===== src/mct_pkg.sv =====
// ---------------------------------------------------------------------------
// mct_pkg
// Shared types and codes of the majority commit tracker.
// ---------------------------------------------------------------------------
`default_nettype none

package mct_pkg;

    localparam int unsigned IDX_W     = 32;
    localparam int unsigned S_DATA_W  = 72;
    localparam int unsigned S_USER_W  = 2;
    localparam int unsigned M_DATA_W  = 104;
    localparam int unsigned CFG_W     = 4;

    localparam logic [IDX_W-1:0] HEAD_LIMIT = 32'hFFFF_FFFF;

    typedef enum logic [1:0] {
        OP_APPEND = 2'd0,
        OP_ACK    = 2'd1,
        OP_LEAD   = 2'd2
    } op_t;

    typedef enum logic [1:0] {
        ST_OK         = 2'd0,
        ST_NOT_LEADER = 2'd1,
        ST_BAD_PEER   = 2'd2,
        ST_FULL       = 2'd3
    } status_t;

    typedef enum logic {
        CFG_NODE_COUNT  = 1'b0,
        CFG_LOCAL_INDEX = 1'b1
    } cfg_reg_t;

    typedef struct packed {
        logic             valid;
        logic [IDX_W-1:0] tag;
        logic [IDX_W-1:0] term;
    } slot_t;

endpackage

`default_nettype wire


===== src/mct_cmp.sv =====
// ---------------------------------------------------------------------------
// mct_cmp
// Shared magnitude comparator used by the update, scan and commit steps of the sequencer.
// ---------------------------------------------------------------------------
`default_nettype none

module mct_cmp
    import mct_pkg::*;
(
    input  wire logic [IDX_W-1:0] a,
    input  wire logic [IDX_W-1:0] b,
    output logic                  gt
);

    assign gt = (a > b);

endmodule

`default_nettype wire


===== config.mk =====
export PLATFORM = sky130hd
export DESIGN_NAME = mct_cmp
export DESIGN_NICKNAME = d
export VERILOG_FILES = /design/src/mct_pkg.sv /design/src/mct_cmp.sv
export SDC_FILE = /design/constraint.sdc
export NUM_CORES = 1
export LEC_CHECK = 0
export BUFFER_PORTS_ARGS = -buffer_cell sky130_fd_sc_hd__buf_2
export CAP_MARGIN = 0
export CORE_MARGIN = 1.5
export CORE_UTILIZATION = 38
export DETAILED_ROUTE_END_ITERATION = 7
export PLACE_DENSITY = 0.82
export SLEW_MARGIN = 20
export SYNTH_ARGS = -nofsm -noshare
export SYNTH_HDL_FRONTEND = slang
export SYNTH_SLANG_ARGS = --single-unit
export TNS_END_PERCENT = 20

===== constraint.sdc =====
create_clock -name vclk -period 1.28
set_input_delay 0.064 -clock vclk [all_inputs]
set_output_delay 0.064 -clock vclk [all_outputs]
set_load 0.01 [all_outputs]

Yosys cells after proc, flatten, opt, wreduce, memory -nomap -nowiden:

Cells that the tools add are included.

* $lt $le $gt $ge: 1

Operators by type and width (number)
* $gt A32 B32 Y1: 1

* input bits: 64
* bits in registers: 0

Longest topological paths before layout:

Gate-level depths: netlist (run 1).

* depth after elaboration: 1
* gate-level depth with buffers: 7
* depth with buffers taken out: 7

Worst setup path before layout (run 1):

No wires, ideal clock.

* path kind: input -> output
* start point: input b[17]
* end point: output gt
* arrival: 1.389 ns
* slack: -0.173 ns
* cell stages on the path: 7
* buffers on the path: 0
* cells stage by stage: inv_1 ha_1 a21oi_1 o21ai_1 a221o_1 a2111oi_2 a21oi_1

* longest elaborated chain between the ends: 1

RTL lines
* from (decl): RTL line mct_cmp.sv:11 `input wire logic [IDX_W-1:0] b,`
* $gt A32 B32 Y1: RTL line mct_cmp.sv:15 `assign gt = (a > b);`
* to (decl): RTL line mct_cmp.sv:12 `output logic gt`

Every way passes these cells.

Final worst setup path (run 1):

* start point: input a[14]
* end point: output gt

* longest elaborated chain between the ends: 1

RTL lines
* from (decl): RTL line mct_cmp.sv:10 `input wire logic [IDX_W-1:0] a,`
* $gt A32 B32 Y1: RTL line mct_cmp.sv:15

Every way passes these cells.

==> flow_summary.yaml, run 1 <==
detailed_routing:
  vias: 1018
  first_iter_violations: 6
  via_per_inst: 4.82
  post_drt_wl_per_cell_um: 11.3
  drtPass1Iterations: 2
  wirelength_um: 2390
  ant_nets: 0
  drt_drc_violations_left: 0
synth:
  synth_top_family_by_area: "adder cells"
  synthCells: 112
  avgSynthCellArea_um2: 7.19
  yosysWarnings: 0
  synth.area.mux_share_pct: 0
  synth-simple-area-share_pct: 16.1
  synthXorXnorAreaFrac_pct: 0
  synthAdderAreaFrac_pct: 49.7
  syn_nets: 208
  syn_area_um2: 806
  synth_compound_area_share_pct: 19.3
  ys_types: 19
  seq_area_frac_synth_pct: 0
timing:
  finalSetupViolations: 1
  fin_crit_ps: 1610
  finalCritPeriodShare_pct: 126
  tightest_slew_ps: 346
  setup_slack_ps: -328
  hold_viol: 0
  holdWs_ps: 724
  rsz0062_at_grt: "true"
  slew_viol_final: 0
  fmax_mhz: 622
  slew_headroom_pct: 76.8
power:
  p_int_uw: 237
  p_leak_uw: 0.000815
  combPwrFrac_pct: 100.0
  p_clk_share_pct: 0
  ir_drop_uv: 183
  power.density_mw_per_mm2: 296
  switching_power_uw: 193
  p_seq_share_pct: 0
  p_sw_share_pct: 44.9
placement:
  place.gp.congestion: 0.782
  numPortBuffers: 65
  dp_hpwl_um: 2140
  place_inst: 211
  dpl-instance-area_mm2: 0.00132
worst_setup_path:
  crit_fanout: 3
  crit_end: "gt"
  crit_required_ps: 1220
  startpoint: "a[14]"
  cp-end-kind: "primary output"
  crit_type: "in2out"
  startpoint_type: "input port"
  cp_data_arrival_time_ps: 1540
cells_and_area:
  final_cells: 211
  fin_area_mm2: 0.00145
  area_growth_syn_to_layout_pct: 80.4
  drive_gt1_share_pct: 52.2
  regArea_um2: 0
  clock_buffers: 0
  layout.nets: 282
  final_cell_mix: "buf_2, inv_1, ha_1, ha_4, a21oi_1"
  seq_cell_count: 0
  diodes: 0
  final_common_cell: "buf_2"
  n_fill_cell: 155
global_route:
  grtUsageMet3_pct: 0.920
  antenna_found_initial: 0
  grt_max_degree: 4
  met1_usage_pct: 21.9
  grtUsageMet2_pct: 43.8
  grt_usage_pct: 20.4
  busiest_layer: "met2"
  grt-ovfl-total: 0
  grt_first_pass_wirelength_um: 4070
  grt_pass1_vias: 1080
floorplan:
  fp.dieW_um: 49.1
  io_pins: 65
  rows: 16
  coreArea_mm2: 0.00198
  dieArea_mm2: 0.00241
  die_h_um: 49.1
  start_util_pct: 40.7
run_status:
  status: "finished, violations left"
  violations: "setup timing"
flow_run:
  drv_cap: 0
hold_path:
  holdCritPathClass: "in2out"
-- cells by family after synthesis --
group / count (synthesis)
and+or+nand+nor: 24
AOI/OAI and AO/OA: 24
adders and majority gates: 32
buffers and inverters: 32
-- cell type report --
class | count | area (um^2) | share of cell area [%]
Multi-Input combinational cell | 80 | 871 | 59.9
Timing Repair Buffer | 72 | 409 | 28.1
Inverter | 32 | 140 | 9.64
Tap cell | 27 | 33.8 | 2.32
-- synthesized netlist by cell type, drive strengths merged (2+ instances only) --
cell type   n  share of area [%]
a21boi      2                1.9
nand2       6                2.8
nand3       5                3.1
nor2        3                1.4
nand4       5                3.9
a21oi      13                8.1
o21ai       2                1.2
and4        2                2.2
a221o       2                2.5
a21o        2                1.9
ha         32                 50
inv        32                 15
-- repair_timing --
item,CTS,global route
pin swaps,10,3
hold buffers,0,0
resized for setup,14,7
buffers inserted,0,0
hold endpoints to repair,0,0
setup endpoints to repair,1,1
cloned,0,0
-- power by group through the flow --
stage	sequential [uW]	clock, uW	combinational [uW]
CTS	0	0	411
floorplan	0	0	195
detailed placement	0	0	379
finish	0	0	430
global route	0	0	483
global placement	0	0	355
-- stage by stage --
stage                     util [%]  power [uW]  TNS (ps)  setup slack, ps
after floorplan                  -         195     -55.2            -55.2
after global placement        66.7         355      -389             -389
after detailed placement      66.7         379      -432             -432
after CTS                     70.2         411      -378             -378
after global routing          73.4         483      -381             -381
final                         73.4         430      -328             -328
-- layer usage --
| layer | routed length, um | vias to the layer above | part of all wire [%] |
|---|---|---|---|
| met5 | 0 | - | 0 |
| met4 | 27 | 0 | 1.1 |
| met1 | 926 | 448 | 39 |
| met3 | 97 | 2 | 4.1 |
| li1 | - | 536 | - |
| met2 | 1340 | 32 | 56 |
-- worst min path at each step --
stage,startpoint,endpoint,slack [ps],depth (start not counted)
floorplan,a[31],gt,480,3
finish,a[31],gt,720,5
global route,a[31],gt,740,5
detailed placement,a[31],gt,670,5
CTS,a[31],gt,730,5
global placement,a[31],gt,660,5
-- critical path, cell delays in order --
cell	delay, ps
buf_2	100
ha_1	310
a21oi_1	150
nand2_1	70
a221o_1	360
o31ai_2	270
a21oi_2	80
buf_2	140
No activity file was read; power rests on OpenSTA's default activity.
==> run 2, diff against run 1 <==
Settings changed: ABC_AREA set to 1, CORE_UTILIZATION 38 to 39, PLACE_DENSITY 0.82 to 0.81.
==> flow_summary.yaml, run 2 <==
timing:
  fmax_mhz: 781
  fin_crit_ps: 1280
  rsz0062_at_grt: "true"
  finalCritPeriodShare_pct: 100
  tightest_slew_ps: 167
  slew_viol_final: 0
  setup_slack_ps: 0.356
  slew_headroom_pct: 88.8
  hold_viol: 0
  finalSetupViolations: 0
power:
  combPwrFrac_pct: 100.0
  switching_power_uw: 224
  p_leak_uw: 0.000877
  p_clk_share_pct: 0
  p_int_uw: 241
  ir_drop_uv: 183
  p_sw_share_pct: 48.1
  power.density_mw_per_mm2: 308
  p_seq_share_pct: 0
placement:
  numPortBuffers: 65
  place.gp.congestion: 0.741
  dp_hpwl_um: 1780
  place_ws_ps: 22.4
worst_setup_path:
  crit_end: "gt"
  crit_required_ps: 1220
  max_stage_delay_ps: 270
  startpoint_type: "input port"
  critPathSlowestCell: "ha_4"
  crit_fanout: 3
  startpoint: "a[11]"
  crit_chain: "buf_6 > ha_4 > nand4_1 > nor3_4 > nand3_2 > nor3_2 > a21oi_1 > buf_2"
  cp_data_arrival_time_ps: 1220
  crit_type: "in2out"
  cp-end-kind: "primary output"
clocking:
  cts_setup_buffers: 0
  cts_resized: 0
  ctsHoldBuffers: 0
synth:
  synthCells: 140
  synth_top_cell_area_share_pct: 45.3
  syn_nets: 236
  yosysTopAreaCell: "ha_1"
  syn_area_um2: 883
  seq_area_frac_synth_pct: 0
  yosysWarnings: 0
  ys_top_cells_by_count: "inv_1, ha_1, nand2_1"
  synthTopCellsByArea: "ha_1, inv_1, nand2_1"
  ys_types: 17
  post-synth-top-count-cell: "inv_1"
  avgSynthCellArea_um2: 6.31
global_route:
  grt_usage_pct: 14.6
  grt_max_degree: 4
  grt_first_pass_wirelength_um: 3150
  grt_pass1_vias: 897
  grt-ovfl-total: 0
  antenna_found_initial: 0
detailed_routing:
  wirelength_um: 2480
  drt_drc_violations_left: 0
  first_iter_violations: 5
  drtPass1Iterations: 3
  via_per_inst: 4.64
  post_drt_wl_per_cell_um: 10.6
  ant_nets: 0
  vias: 1082
cells_and_area:
  area_growth_syn_to_layout_pct: 70.8
  diodes: 0
  utilization_pct: 69.6
  layout.nets: 303
  drive_gt1_share_pct: 48.3
  seq_cell_count: 0
  final_cell_mix: "buf_2, inv_1, nand2_1, ha_1, ha_4"
  clock_buffers: 0
  final_common_cell: "buf_2"
  regArea_um2: 0
floorplan:
  rows: 17
  dieArea_mm2: 0.00256
  coreArea_mm2: 0.00217
  io_pins: 65
  die_h_um: 50.6
  fp.dieW_um: 50.6
  start_util_pct: 40.7
hold_path:
  holdCritPathClass: "in2out"
flow_run:
  drv_cap: 0
run_status:
  status: "complete, no violations"
run 2: cell types whose count changed after synthesis, moves of 2 or more:
cell / previous run / this run
a21oi_1: 13 / 15
o21a_1: 0 / 2
nand4_1: 5 / 1
a221o_1: 2 / 0
nor2_2: 0 / 3
nand2_2: 0 / 3
and4_1: 2 / 0
nand3_1: 5 / 3
a21boi_0: 2 / 0
nand2_1: 6 / 30
inv_1: 32 / 39
nor2_1: 3 / 5
run 2: critical path: cells and delay by family:
kind	cells	cell delay (ps)
buffers and inverters	2	240
adder cells (fa/ha/maj)	1	270
AND/OR/NAND/NOR	4	590
AO/OA/AOI/OAI	1	50
run 2: cell type report:
| type | instances | area, um^2 |
|---|---|---|
| multi-input combinational | 101 | 962 |
| fill | 195 | 661 |
| timing repair buffer | 65 | 363 |
| inverter | 39 | 149 |
| tap | 28 | 35.0 |
run 2: stage by stage:
stage | hold slack [ps] | cells | area [um^2] | total power [uW] | setup TNS, ps
finish | 819 | 233 | 1510 | 465 | 0
global route | 840 | 233 | 1510 | 526 | -81.6
CTS | 830 | 233 | 1240 | 354 | 0
detailed placement | 827 | 233 | 1240 | 350 | 0
global placement | 794 | 233 | 1240 | 341 | 0
floorplan | 596 | 140 | 883 | 209 | 0
run 2: power groups by stage:
stage                     Combinational (uW)  Clock, uW  Sequential, uW
after floorplan                          209          0               0
after global placement                   341          0               0
after detailed placement                 350          0               0
after CTS                                354          0               0
after global routing                     526          0               0
final                                    465          0               0
run 2: kinds of logic (layout without fill, tap and decap cells):
| group | after synthesis | after routing | share of synthesized area, % |
|---|---|---|---|
| AND/OR/NAND/NOR | 49 | 49 | 25.9 |
| buffers and inverters | 39 | 104 | 16.6 |
| adder cells (fa/ha/maj) | 32 | 32 | 45.3 |
| AO/OA/AOI/OAI | 20 | 20 | 12.2 |
run 2: per-layer routing:
metal / global-route usage [%] / vias to the layer above / wire, um / part of all wire [%]
met1: 16.3 / 464 / 948 / 38
met4: 0 / 0 / 38 / 1.5
met2: 30.9 / 42 / 1340 / 54
li1: - / 572 / - / -
met3: 1.19 / 4 / 148 / 6.0
met5: 0 / - / 0 / 0
run 2: how the worst min path moves through the flow:
stage	to	cells past startpoint	startpoint
after floorplan	gt	5	a[16]
after global placement	gt	7	a[16]
after detailed placement	gt	7	a[16]
after CTS	gt	7	a[16]
after global routing	gt	7	a[17]
final	gt	7	a[17]
