--- src/mct_pkg.sv ---
// ---------------------------------------------------------------------------
// mct_pkg
// Shared types and codes of the majority commit tracker.
// ---------------------------------------------------------------------------
`default_nettype none

package mct_pkg;

    localparam int unsigned IDX_W     = 32;
    localparam int unsigned S_DATA_W  = 72;
    localparam int unsigned S_USER_W  = 2;
    localparam int unsigned M_DATA_W  = 104;
    localparam int unsigned CFG_W     = 4;

    localparam logic [IDX_W-1:0] HEAD_LIMIT = 32'hFFFF_FFFF;

    typedef enum logic [1:0] {
        OP_APPEND = 2'd0,
        OP_ACK    = 2'd1,
        OP_LEAD   = 2'd2
    } op_t;

    typedef enum logic [1:0] {
        ST_OK         = 2'd0,
        ST_NOT_LEADER = 2'd1,
        ST_BAD_PEER   = 2'd2,
        ST_FULL       = 2'd3
    } status_t;

    typedef enum logic {
        CFG_NODE_COUNT  = 1'b0,
        CFG_LOCAL_INDEX = 1'b1
    } cfg_reg_t;

    typedef struct packed {
        logic             valid;
        logic [IDX_W-1:0] tag;
        logic [IDX_W-1:0] term;
    } slot_t;

endpackage

`default_nettype wire

--- src/mct_mod.sv ---
// ---------------------------------------------------------------------------
// mct_mod
// Log index to ring slot reduction; mask for a power-of-two depth, otherwise
// a reciprocal multiply, a back-multiply and one correcting subtract.
// ---------------------------------------------------------------------------
`default_nettype none

module mct_mod
    import mct_pkg::*;
#(
    parameter int unsigned DEPTH = 4096
)
(
    input  wire logic                     clk,
    input  wire logic                     rst_n,
    input  wire logic                     start,
    input  wire logic [IDX_W-1:0]         value,
    output logic                          done,
    output logic [$clog2(DEPTH)-1:0]      rem
);

    localparam int unsigned AW   = $clog2(DEPTH);
    localparam bit          POW2 = ((DEPTH & (DEPTH - 1)) == 0);

    generate
        if (POW2) begin : g_mask
            logic [AW-1:0] rem_reg;
            logic          done_reg;

            always_ff @(posedge clk or negedge rst_n)
            begin
                if (!rst_n)
                begin
                    done_reg <= 1'b0;
                end
                else
                begin
                    done_reg <= start;
                end
            end

            always_ff @(posedge clk)
            begin
                if (start)
                begin
                    rem_reg <= value[AW-1:0];
                end
            end

            assign done = done_reg;
            assign rem  = rem_reg;
        end
        else begin : g_recip
            localparam logic [IDX_W-1:0] DIVISOR = IDX_W'(DEPTH);
            localparam logic [IDX_W-1:0] RECIP   = IDX_W'((64'd1 << IDX_W) / 64'(DEPTH));

            logic [2*IDX_W-1:0] prod_reg;
            logic [IDX_W-1:0]   value_reg;
            logic [IDX_W-1:0]   est_reg;
            logic [AW-1:0]      rem_reg;
            logic [1:0]         stage_reg;
            logic               done_reg;
            logic [IDX_W-1:0]   quot;
            logic [IDX_W-1:0]   est;

            // quotient estimate is exact or one low, so est stays below 2*DEPTH
            always_comb
            begin
                quot = prod_reg[2*IDX_W-1:IDX_W];
                est  = value_reg - (quot * DIVISOR);
            end

            always_ff @(posedge clk or negedge rst_n)
            begin
                if (!rst_n)
                begin
                    stage_reg <= '0;
                    done_reg  <= 1'b0;
                end
                else
                begin
                    stage_reg <= {stage_reg[0], start};
                    done_reg  <= stage_reg[1];
                end
            end

            always_ff @(posedge clk)
            begin
                if (start)
                begin
                    prod_reg  <= (2*IDX_W)'(value) * (2*IDX_W)'(RECIP);
                    value_reg <= value;
                end
                if (stage_reg[0])
                begin
                    est_reg <= est;
                end
                if (stage_reg[1])
                begin
                    rem_reg <= AW'((est_reg >= DIVISOR) ? (est_reg - DIVISOR) : est_reg);
                end
            end

            assign done = done_reg;
            assign rem  = rem_reg;
        end
    endgenerate

endmodule

`default_nettype wire

--- config.mk ---
export PLATFORM = sky130hd
export DESIGN_NAME = mct_mod
export DESIGN_NICKNAME = d
export VERILOG_FILES = /design/src/mct_pkg.sv /design/src/mct_mod.sv
export SDC_FILE = /design/constraint.sdc
export NUM_CORES = 1
export LEC_CHECK = 0
export ABC_CLOCK_PERIOD_IN_PS = 800
export BUFFER_PORTS_ARGS = -buffer_cell sky130_fd_sc_hd__buf_2
export CAP_MARGIN = 20
export CORE_MARGIN = 4
export CORE_UTILIZATION = 26
export CTS_CLUSTER_SIZE = 25
export DETAILED_ROUTE_END_ITERATION = 12
export PLACE_DENSITY = 0.7
export SYNTH_ARGS = -nofsm -noshare
export SYNTH_HDL_FRONTEND = slang
export SYNTH_SLANG_ARGS = --single-unit
--- constraint.sdc ---
create_clock -name clk -period 0.8 [get_ports clk]
set_clock_uncertainty 0.05 [all_clocks]
set_input_delay 0.12 -clock clk [delete_from_list [all_inputs] [get_ports clk]]
set_output_delay 0.12 -clock clk [all_outputs]
set_load 0.005 [all_outputs]
Yosys cells after proc, flatten, opt, wreduce, memory -nomap -nowiden:

Index checks and enable logic that the tools add are counted.

* output and inout bits: 13
* word-level logic and storage cells: 2
* input port bits: 35
* register bits: 13

Depth between registers and ports, before layout:

Gate-level depths: netlist (run 1).

* depth after elaboration: 0
* gate-level depth with buffers: 0
* depth with buffers taken out: 0

Worst setup path before layout (run 1):

OpenSTA, ideal clock, no wires.

* kind: register to output
* start: reg g_mask.rem_reg[0], in the netlist rem[0]
* end: out rem[0]
* path slack: 0.275 ns
* buffers on the path: 0
* required time: 0.630 ns
* arrival: 0.355 ns
* stages on the path, launching flop included: 1
* cells stage by stage: edfxtp_1

RTL lines
* from (decl): RTL line mct_mod.sv:27 `logic [AW-1:0] rem_reg;`
* from (signal assigned): RTL line mct_mod.sv:46 `rem_reg <= value[AW-1:0];`
* to (decl): RTL line mct_mod.sv:19 `output logic [$clog2(DEPTH)-1:0] rem`

No word-level cell between the ends.

Worst setup path in the final report (run 1):

* start: reg g_mask.rem_reg[7], in the netlist rem[7]
* end: out rem[7]

No word-level cell between the ends.

==> results of run 1 <==
-- metrics by stage --
stage | setup slack [ns] | instance area (um^2) | util [%] | hold slack (ns) | setup TNS (ns)
after global placement | 0.05324 | 539.3 | 39.94 | -0.1542 | 0
after global routing | -0.2231 | 700.7 | 51.90 | 0.06580 | -2.370
after detailed placement | 0.02866 | 539.3 | 39.94 | -0.1544 | 0
final | -0.1635 | 700.7 | 51.90 | 0.07227 | -1.738
after floorplan | 0.2747 | 385.4 | - | -0.2256 | 0
after CTS | -0.1687 | 695.7 | 51.53 | 0.07072 | -1.884
-- Yosys cell counts --
master	n	area share, %
sky130_fd_sc_hd__edfxtp_1	12	94
sky130_fd_sc_hd__dfrtp_1	1	6.5
-- worst min-delay path by stage --
stage           from    to  slack (ns)  depth (start not counted)
2_1_floorplan  rst_n  done       -0.23                          0
3_3_place_gp   rst_n  done       -0.15                          1
3_5_place_dp   rst_n  done       -0.15                          1
4_1_cts        start  done        0.07                          1
5_1_grt        start  done        0.07                          1
6_report       start  done        0.07                          1
-- power by group through the flow --
stage	logic [mW]	registers [mW]	clock network (mW)
2_1_floorplan	0	0.836	0
3_3_place_gp	0.101	0.824	0
3_5_place_dp	0.103	0.827	0
4_1_cts	0.152	0.812	0.407
5_1_grt	0.169	0.817	0.459
6_report	0.151	0.811	0.398
-- cell usage in the layout, fill, tap and decap left out --
cell and instances:
sky130_fd_sc_hd__buf_2 27, sky130_fd_sc_hd__edfxtp_1 12, sky130_fd_sc_hd__dlygate4sd3_1 11, sky130_fd_sc_hd__clkbuf_4 3, sky130_fd_sc_hd__dlymetal6s4s_1 2, sky130_fd_sc_hd__clkbuf_1 1
sky130_fd_sc_hd__dfrtp_1 1
-- metal layers --
metal / part of all wire [%] / wire [um] / vias to the layer above
met1: 37 / 343 / 117
li1: - / - / 139
met3: 17 / 161 / 2
met4: 0.97 / 9 / 0
met5: 0 / 0 / -
met2: 44 / 411 / 27
-- what timing repair did --
item                       in CTS  in global routing
hold buffers                   13                  0
pin swaps                       0                  0
buffers inserted                0                  0
gates resized for setup         0                  2
setup endpoints to repair      13                 15
hold endpoints to repair       13                  0
-- cell families after synthesis --
logic type and Yosys count:
DFF 13
-- final cells by class --
type,instances,share of cell area (%)
sequential,13,55.00
clock buffer,4,3.750
tap,15,2.679
timing repair buffer,40,38.57
==> impl_results.html, run 1 <==
<table>
<tr><th>Metric</th><th>Value</th></tr>
<tr><th colspan="2">Logic synthesis</th></tr>
<tr><td>Count of different cell masters after synthesis</td><td>2</td></tr>
<tr><td>Mux cell area share after synthesis</td><td>0%</td></tr>
<tr><td>Average footprint of a synthesized cell</td><td>29.64 um^2</td></tr>
<tr><td>Post-Syn Nets</td><td>48</td></tr>
<tr><td>Post-synthesis share of cell area spent on xor and xnor gates</td><td>0%</td></tr>
<tr><td>Post-Synth Simple-Gate Area</td><td>0%</td></tr>
<tr><td>Cell area after synthesis</td><td>385.4 um^2</td></tr>
<tr><td>Post-synthesis adder-cell area fraction</td><td>0%</td></tr>
<tr><td>Syn Inst Count</td><td>13</td></tr>
<tr><td>Warning count from the yosys run</td><td>0</td></tr>
<tr><td>Post-synthesis sequential area ratio</td><td>100.0%</td></tr>
<tr><td>Number of flip-flops and latches in the synthesized netlist</td><td>13</td></tr>
<tr><td>Synth Area in Compound Gates</td><td>0%</td></tr>
<tr><th colspan="2">Setup path</th></tr>
<tr><td>Req. time, crit path</td><td>0.63 ns</td></tr>
<tr><td>Worst setup path endpoint</td><td>rem[7]</td></tr>
<tr><td>Total number of cells along the worst setup path</td><td>1</td></tr>
<tr><td>Critical path origin</td><td>rem[7]</td></tr>
<tr><td>Startpoint Class</td><td>flop</td></tr>
<tr><td>Critical Path Max Stage Delay</td><td>0.39 ns</td></tr>
<tr><td>WS Path Type</td><td>reg2out</td></tr>
<tr><td>Sort of element at the end of the critical path</td><td>output pin</td></tr>
<tr><td>Number of buffers and inverters on the critical path</td><td>1</td></tr>
<tr><td>Cell chain of the critical path</td><td>buf_2</td></tr>
<tr><td>Maximum fanout encountered on the critical timing path</td><td>1</td></tr>
<tr><td>Family with the most delay on the worst path</td><td>flip-flops</td></tr>
<tr><td>Data arrival, critical path</td><td>0.79 ns</td></tr>
<tr><td>Crit path max-delay cell type</td><td>sky130_fd_sc_hd__edfxtp_1</td></tr>
<tr><th colspan="2">Finish</th></tr>
<tr><td>Layout-stage area growth over the synthesis result</td><td>81.82%</td></tr>
<tr><td>Area of the multi-input gates</td><td>0 um^2</td></tr>
<tr><td>Number of diodes</td><td>0</td></tr>
<tr><td>Non-Filler Instances</td><td>72</td></tr>
<tr><td>Number of flip-flops under the largest register name</td><td>12</td></tr>
<tr><td>Number of multi-input logic gates</td><td>0</td></tr>
<tr><td>Count of nets after finishing</td><td>93</td></tr>
<tr><td>Filler cell count in the final layout</td><td>121</td></tr>
<tr><td>Reg area</td><td>385.4 um^2</td></tr>
<tr><td>Share of cells above drive strength 1</td><td>52.63%</td></tr>
<tr><th colspan="2">Timing</th></tr>
<tr><td>Minimum period implied by the final worst setup slack</td><td>0.9635 ns</td></tr>
<tr><td>Maximum clock frequency</td><td>1038 MHz</td></tr>
<tr><td>Fin crit share</td><td>120.4%</td></tr>
<tr><td>Setup repair after global routing missed its margin</td><td>true</td></tr>
<tr><td>Setup slack after layout</td><td>-0.1635 ns</td></tr>
<tr><td>Actual slew at the worst max-slew pin</td><td>0.2667 ns</td></tr>
<tr><td>Max-slew headroom</td><td>82.22%</td></tr>
<tr><td>Count of final setup violators</td><td>13</td></tr>
<tr><td>Number of failing hold endpoints at the final stage</td><td>0</td></tr>
<tr><td>Final Max Tran Viols</td><td>0</td></tr>
<tr><th colspan="2">Global routing</th></tr>
<tr><td>Wire length of the first global-routing pass</td><td>1386 um</td></tr>
<tr><td>Global-route usage over all layers</td><td>10.17%</td></tr>
<tr><td>Met1 demand-to-capacity share in global routing</td><td>10.54%</td></tr>
<tr><td>Pin count of the biggest net entering global routing</td><td>14</td></tr>
<tr><td>Antenna violations before repair</td><td>0</td></tr>
<tr><td>GR met2 Demand/Resource</td><td>16.21%</td></tr>
<tr><td>Via count of the first global-routing pass</td><td>323</td></tr>
<tr><td>Grt total ovfl</td><td>0</td></tr>
<tr><td>Global route hottest layer</td><td>met2</td></tr>
<tr><td>Met3 demand-to-capacity share in global routing</td><td>7.031%</td></tr>
<tr><th colspan="2">Clock tree</th></tr>
<tr><td>CTS buffer count</td><td>3</td></tr>
<tr><td>Maximum number of buffers from clock root to sink</td><td>2</td></tr>
<tr><td>Max H-tree Level</td><td>1</td></tr>
<tr><td>Clock tree from TritonCTS</td><td>yes</td></tr>
<tr><td>Sinks on Clock Net</td><td>13</td></tr>
<tr><td>Root buffer cell</td><td>sky130_fd_sc_hd__clkbuf_4</td></tr>
<tr><td>CTS clock-pin slew for the worst setup and hold paths</td><td>0.08 ns</td></tr>
<tr><th colspan="2">Power</th></tr>
<tr><td>Power Dens Cells</td><td>1942 nW/um^2</td></tr>
<tr><td>Fraction of power consumed by sequential logic</td><td>59.6%</td></tr>
<tr><td>VDD IR-drop max</td><td>1.028 mV</td></tr>
<tr><td>Gate power share</td><td>11.1%</td></tr>
<tr><td>Cell-internal power</td><td>1.090 mW</td></tr>
<tr><td>Post-route total power</td><td>1.361 mW</td></tr>
<tr><td>Static power due to leakage</td><td>0.3224 nW</td></tr>
<tr><td>Net switching power</td><td>0.2709 mW</td></tr>
<tr><td>Clock power frac</td><td>29.3%</td></tr>
<tr><td>Switching part of the total power</td><td>19.90%</td></tr>
<tr><th colspan="2">Flow run</th></tr>
<tr><td>Max Cap Viol</td><td>0</td></tr>
<tr><th colspan="2">Route</th></tr>
<tr><td>Via/cell ratio</td><td>3.958</td></tr>
<tr><td>Routed vias</td><td>285</td></tr>
<tr><td>DRT Wirelength</td><td>926 um</td></tr>
<tr><td>Drc violations</td><td>0</td></tr>
<tr><td>Pre-Repair DR Iteration Count</td><td>2</td></tr>
<tr><td>Antenna Nets Post-Route</td><td>0</td></tr>
<tr><td>First DRT Iteration DRCs</td><td>1</td></tr>
<tr><td>Wire length per cell after detailed routing</td><td>12.86 um</td></tr>
<tr><th colspan="2">Floorplan</th></tr>
<tr><td>Starting density of the core</td><td>28.54%</td></tr>
<tr><td>Die Outline Area</td><td>2162 um^2</td></tr>
<tr><td>Die width</td><td>46.50 um</td></tr>
<tr><td>Floorplan die height</td><td>46.50 um</td></tr>
<tr><td>Count of boundary I/O pins</td><td>48</td></tr>
<tr><td>Placeable Area</td><td>1350 um^2</td></tr>
<tr><td>Cell row count</td><td>13</td></tr>
<tr><th colspan="2">Status</th></tr>
<tr><td>Run status</td><td>finished with violations</td></tr>
<tr><td>Violations in the final reports</td><td>setup timing</td></tr>
<tr><th colspan="2">Min path</th></tr>
<tr><td>Worst hold path type</td><td>in2reg</td></tr>
<tr><th colspan="2">Placement</th></tr>
<tr><td>Global placer's final weighted congestion</td><td>0.6667</td></tr>
<tr><td>Number of buffer cells added on primary ports</td><td>27</td></tr>
<tr><td>Cell Count Post-Placement</td><td>55</td></tr>
</table>
Power figures use the tool's default switching activity.
==> run 2, diff against run 1 <==
--- a/config.mk
+++ b/config.mk
@@ -14,4 +14,5 @@
 export DETAILED_ROUTE_END_ITERATION = 12
 export PLACE_DENSITY = 0.7
+export REMOVE_ABC_BUFFERS = 1
 export SYNTH_ARGS = -nofsm -noshare
 export SYNTH_HDL_FRONTEND = slang
==> constraint.sdc (replaced) <==
create_clock -name clk -period 0.8 [get_ports clk]
set_clock_uncertainty 0.05 [all_clocks]
set_input_delay 0.16 -clock clk [delete_from_list [all_inputs] [get_ports clk]]
set_output_delay 0.16 -clock clk [all_outputs]
set_load 0.005 [all_outputs]
==> impl_results.html, run 2 (same netlist as run 1, synthesis figures left out) <==
<table>
<tr><th>Metric</th><th>Value</th></tr>
<tr><th colspan="2">Status</th></tr>
<tr><td>Run status</td><td>finished with violations</td></tr>
<tr><td>Violations in the final reports</td><td>setup timing</td></tr>
<tr><th colspan="2">Setup path</th></tr>
<tr><td>WS Path Type</td><td>reg2out</td></tr>
<tr><td>Cell chain of the critical path</td><td>buf_2</td></tr>
<tr><td>Family with the most delay on the worst path</td><td>flip-flops</td></tr>
<tr><td>Critical path origin</td><td>rem[8]</td></tr>
<tr><td>Number of buffers and inverters on the critical path</td><td>1 (unchanged)</td></tr>
<tr><td>Data arrival, critical path</td><td>0.78 ns (about the same)</td></tr>
<tr><td>Worst setup path endpoint</td><td>rem[8]</td></tr>
<tr><td>Total number of cells along the worst setup path</td><td>1 (unchanged)</td></tr>
<tr><td>Crit path max-delay cell type</td><td>sky130_fd_sc_hd__edfxtp_1</td></tr>
<tr><td>Maximum fanout encountered on the critical timing path</td><td>1 (unchanged)</td></tr>
<tr><td>Critical Path Max Stage Delay</td><td>0.38 ns (about the same)</td></tr>
<tr><td>Startpoint Class</td><td>flop</td></tr>
<tr><td>Req. time, crit path</td><td>0.59 ns (-0.04 ns)</td></tr>
<tr><td>Sort of element at the end of the critical path</td><td>output pin</td></tr>
<tr><th colspan="2">Finish</th></tr>
<tr><td>Layout-stage area growth over the synthesis result</td><td>49.35%</td></tr>
<tr><td>Filler cell count in the final layout</td><td>129 (+6.6%)</td></tr>
<tr><td>Count of nets after finishing</td><td>81 (-13%)</td></tr>
<tr><td>Number of flip-flops under the largest register name</td><td>12 (unchanged)</td></tr>
<tr><td>Most frequent cells in the layout</td><td>sky130_fd_sc_hd__buf_2 (27), sky130_fd_sc_hd__edfxtp_1 (12), sky130_fd_sc_hd__clkbuf_4 (3)</td></tr>
<tr><td>Share of cells above drive strength 1</td><td>66.67% (+14 points)</td></tr>
<tr><td>Number of diodes</td><td>0 (unchanged)</td></tr>
<tr><td>Commonest non-fill, non-tap cell in the layout</td><td>sky130_fd_sc_hd__buf_2</td></tr>
<tr><td>Number of multi-input logic gates</td><td>0 (unchanged)</td></tr>
<tr><td>Area of the multi-input gates</td><td>0 um^2 (unchanged)</td></tr>
<tr><td>Reg area</td><td>385.4 um^2 (unchanged)</td></tr>
<tr><td>Non-Filler Instances</td><td>60 (-17%)</td></tr>
<tr><td>Final standard cell area without fillers</td><td>575.6 um^2 (-18%)</td></tr>
<tr><th colspan="2">Timing</th></tr>
<tr><td>Actual slew at the worst max-slew pin</td><td>0.2735 ns (+0.006818 ns)</td></tr>
<tr><td>Count of final setup violators</td><td>13 (unchanged)</td></tr>
<tr><td>Setup slack after layout</td><td>-0.1914 ns (-0.02792 ns)</td></tr>
<tr><td>Maximum clock frequency</td><td>1009 MHz (-2.8%)</td></tr>
<tr><td>Number of failing hold endpoints at the final stage</td><td>0 (unchanged)</td></tr>
<tr><td>Final-layout setup total negative slack</td><td>-2.198 ns (-0.4597 ns)</td></tr>
<tr><td>Setup repair after global routing missed its margin</td><td>true</td></tr>
<tr><td>Max-slew headroom</td><td>81.77% (-0.45 points)</td></tr>
<tr><td>Fin crit share</td><td>123.9% (+3.5 points)</td></tr>
<tr><td>Minimum period implied by the final worst setup slack</td><td>0.9914 ns (+0.02792 ns)</td></tr>
<tr><td>Final Max Tran Viols</td><td>0 (unchanged)</td></tr>
<tr><th colspan="2">Clock tree</th></tr>
<tr><td>Clock tree from TritonCTS</td><td>yes</td></tr>
<tr><td>Number of buffers added to fix hold violations after cts</td><td>1 (-12)</td></tr>
<tr><td>Max H-tree Level</td><td>1 (unchanged)</td></tr>
<tr><td>CTS buffer count</td><td>3 (unchanged)</td></tr>
<tr><td>CTS clock-pin slew for the worst setup and hold paths</td><td>0.08 ns (about the same)</td></tr>
<tr><td>Count of instances resized after the clock tree is built</td><td>0 (unchanged)</td></tr>
<tr><td>Sinks on Clock Net</td><td>13 (unchanged)</td></tr>
<tr><td>Maximum number of buffers from clock root to sink</td><td>2 (unchanged)</td></tr>
<tr><td>Root buffer cell</td><td>sky130_fd_sc_hd__clkbuf_4</td></tr>
<tr><td>Number of setup buffers added after CTS</td><td>0 (unchanged)</td></tr>
<tr><th colspan="2">Power</th></tr>
<tr><td>Fraction of power consumed by sequential logic</td><td>62.3% (+2.7 points)</td></tr>
<tr><td>Post-route total power</td><td>1.301 mW (-4.4%)</td></tr>
<tr><td>VDD IR-drop max</td><td>1.196 mV (+16%)</td></tr>
<tr><td>Power Dens Cells</td><td>2261 nW/um^2 (+16%)</td></tr>
<tr><td>Cell-internal power</td><td>1.050 mW (-3.7%)</td></tr>
<tr><td>Gate power share</td><td>8.0% (-3.1 points)</td></tr>
<tr><td>Static power due to leakage</td><td>0.2545 nW (-21%)</td></tr>
<tr><td>Switching part of the total power</td><td>19.31% (-0.59 points)</td></tr>
<tr><td>Net switching power</td><td>0.2513 mW (-7.2%)</td></tr>
<tr><td>Clock power frac</td><td>29.7% (+0.4 points)</td></tr>
<tr><th colspan="2">Placement</th></tr>
<tr><td>Number of buffer cells added on primary ports</td><td>27 (unchanged)</td></tr>
<tr><td>Global placer's final weighted congestion</td><td>0.6667 (unchanged)</td></tr>
<tr><td>Placement-stage cell area</td><td>539.3 um^2 (unchanged)</td></tr>
<tr><td>Cell Count Post-Placement</td><td>55 (unchanged)</td></tr>
<tr><th colspan="2">Floorplan</th></tr>
<tr><td>Die Outline Area</td><td>2162 um^2 (unchanged)</td></tr>
<tr><td>Cell row count</td><td>13 (unchanged)</td></tr>
<tr><td>Die width</td><td>46.50 um (unchanged)</td></tr>
<tr><td>Count of boundary I/O pins</td><td>48 (unchanged)</td></tr>
<tr><td>Floorplan die height</td><td>46.50 um (unchanged)</td></tr>
<tr><td>Starting density of the core</td><td>28.54% (unchanged)</td></tr>
<tr><td>Placeable Area</td><td>1350 um^2 (unchanged)</td></tr>
<tr><th colspan="2">Route</th></tr>
<tr><td>Routed vias</td><td>249 (-13%)</td></tr>
<tr><td>Antenna Nets Post-Route</td><td>0 (unchanged)</td></tr>
<tr><td>First DRT Iteration DRCs</td><td>2 (+1)</td></tr>
<tr><td>Pre-Repair DR Iteration Count</td><td>2 (unchanged)</td></tr>
<tr><td>Via/cell ratio</td><td>4.150 (+4.8%)</td></tr>
<tr><td>Drc violations</td><td>0 (unchanged)</td></tr>
<tr><td>Wire length per cell after detailed routing</td><td>13.37 um (+3.9%)</td></tr>
<tr><td>DRT Wirelength</td><td>802 um (-13%)</td></tr>
<tr><th colspan="2">Global routing</th></tr>
<tr><td>Grt total ovfl</td><td>0 (unchanged)</td></tr>
<tr><td>Via count of the first global-routing pass</td><td>283 (-12%)</td></tr>
<tr><td>Wire length of the first global-routing pass</td><td>1214 um (-12%)</td></tr>
<tr><td>Antenna violations before repair</td><td>0 (unchanged)</td></tr>
<tr><td>Pin count of the biggest net entering global routing</td><td>14 (unchanged)</td></tr>
<tr><td>Global-route usage over all layers</td><td>8.878% (-1.3 points)</td></tr>
<tr><th colspan="2">Min path</th></tr>
<tr><td>HP Start</td><td>value[6]</td></tr>
<tr><td>Worst hold path type</td><td>in2reg</td></tr>
<tr><th colspan="2">Flow run</th></tr>
<tr><td>Max Cap Viol</td><td>0 (unchanged)</td></tr>
</table>
run 2: how the worst min path moves through the flow:
| stage | depth (start not counted) | slack (ns) | endpoint |
|---|---|---|---|
| floorplan | 0 | -0.19 | done |
| global placement | 1 | -0.11 | done |
| detailed placement | 1 | -0.11 | done |
| CTS | 1 | 0.007 | rem[6] |
| global route | 1 | -0.003 | rem[2] |
| finish | 1 | 0.02 | rem[6] |
run 2: per-stage QoR:
step                      setup WS (ns)  utilization [%]  hold slack (ns)
after CTS                       -0.2087            42.63         0.007242
after global placement          0.01324            39.94          -0.1142
after floorplan                  0.2347                -          -0.1856
after detailed placement       -0.01134            39.94          -0.1144
final                           -0.1914            42.63          0.01634
after global routing            -0.2538            42.63        -0.002752
run 2: power groups by stage:
| stage | sequential (mW) | clock, mW | combinational [mW] |
|---|---|---|---|
| after global placement | 0.824 | 0 | 0.101 |
| after floorplan | 0.836 | 0 | 0 |
| after global routing | 0.816 | 0.447 | 0.117 |
| final | 0.811 | 0.387 | 0.104 |
| after CTS | 0.812 | 0.407 | 0.107 |
| after detailed placement | 0.827 | 0 | 0.103 |
run 2: metal layers:
metal / up-vias / share of wire [%] / GRT usage [%]
met2: 27 / 39 / 12.91
met1: 105 / 37 / 9.314
li1: 115 / - / -
met3: 2 / 24 / 7.422
met4: 0 / 1.1 / 3.409
met5: - / 0 / 0
run 2: layout make-up:
| cell class | count | area share [%] |
|---|---|---|
| Sequential cell | 13 | 66.96 |
| Clock buffer | 4 | 4.565 |
| Tap cell | 15 | 3.261 |
| Timing Repair Buffer | 28 | 25.22 |
run 2: repair_timing:
item                       4_1_cts  5_1_grt
gates cloned                     0        0
hold endpoints to repair         1        1
setup endpoints to repair       13       13
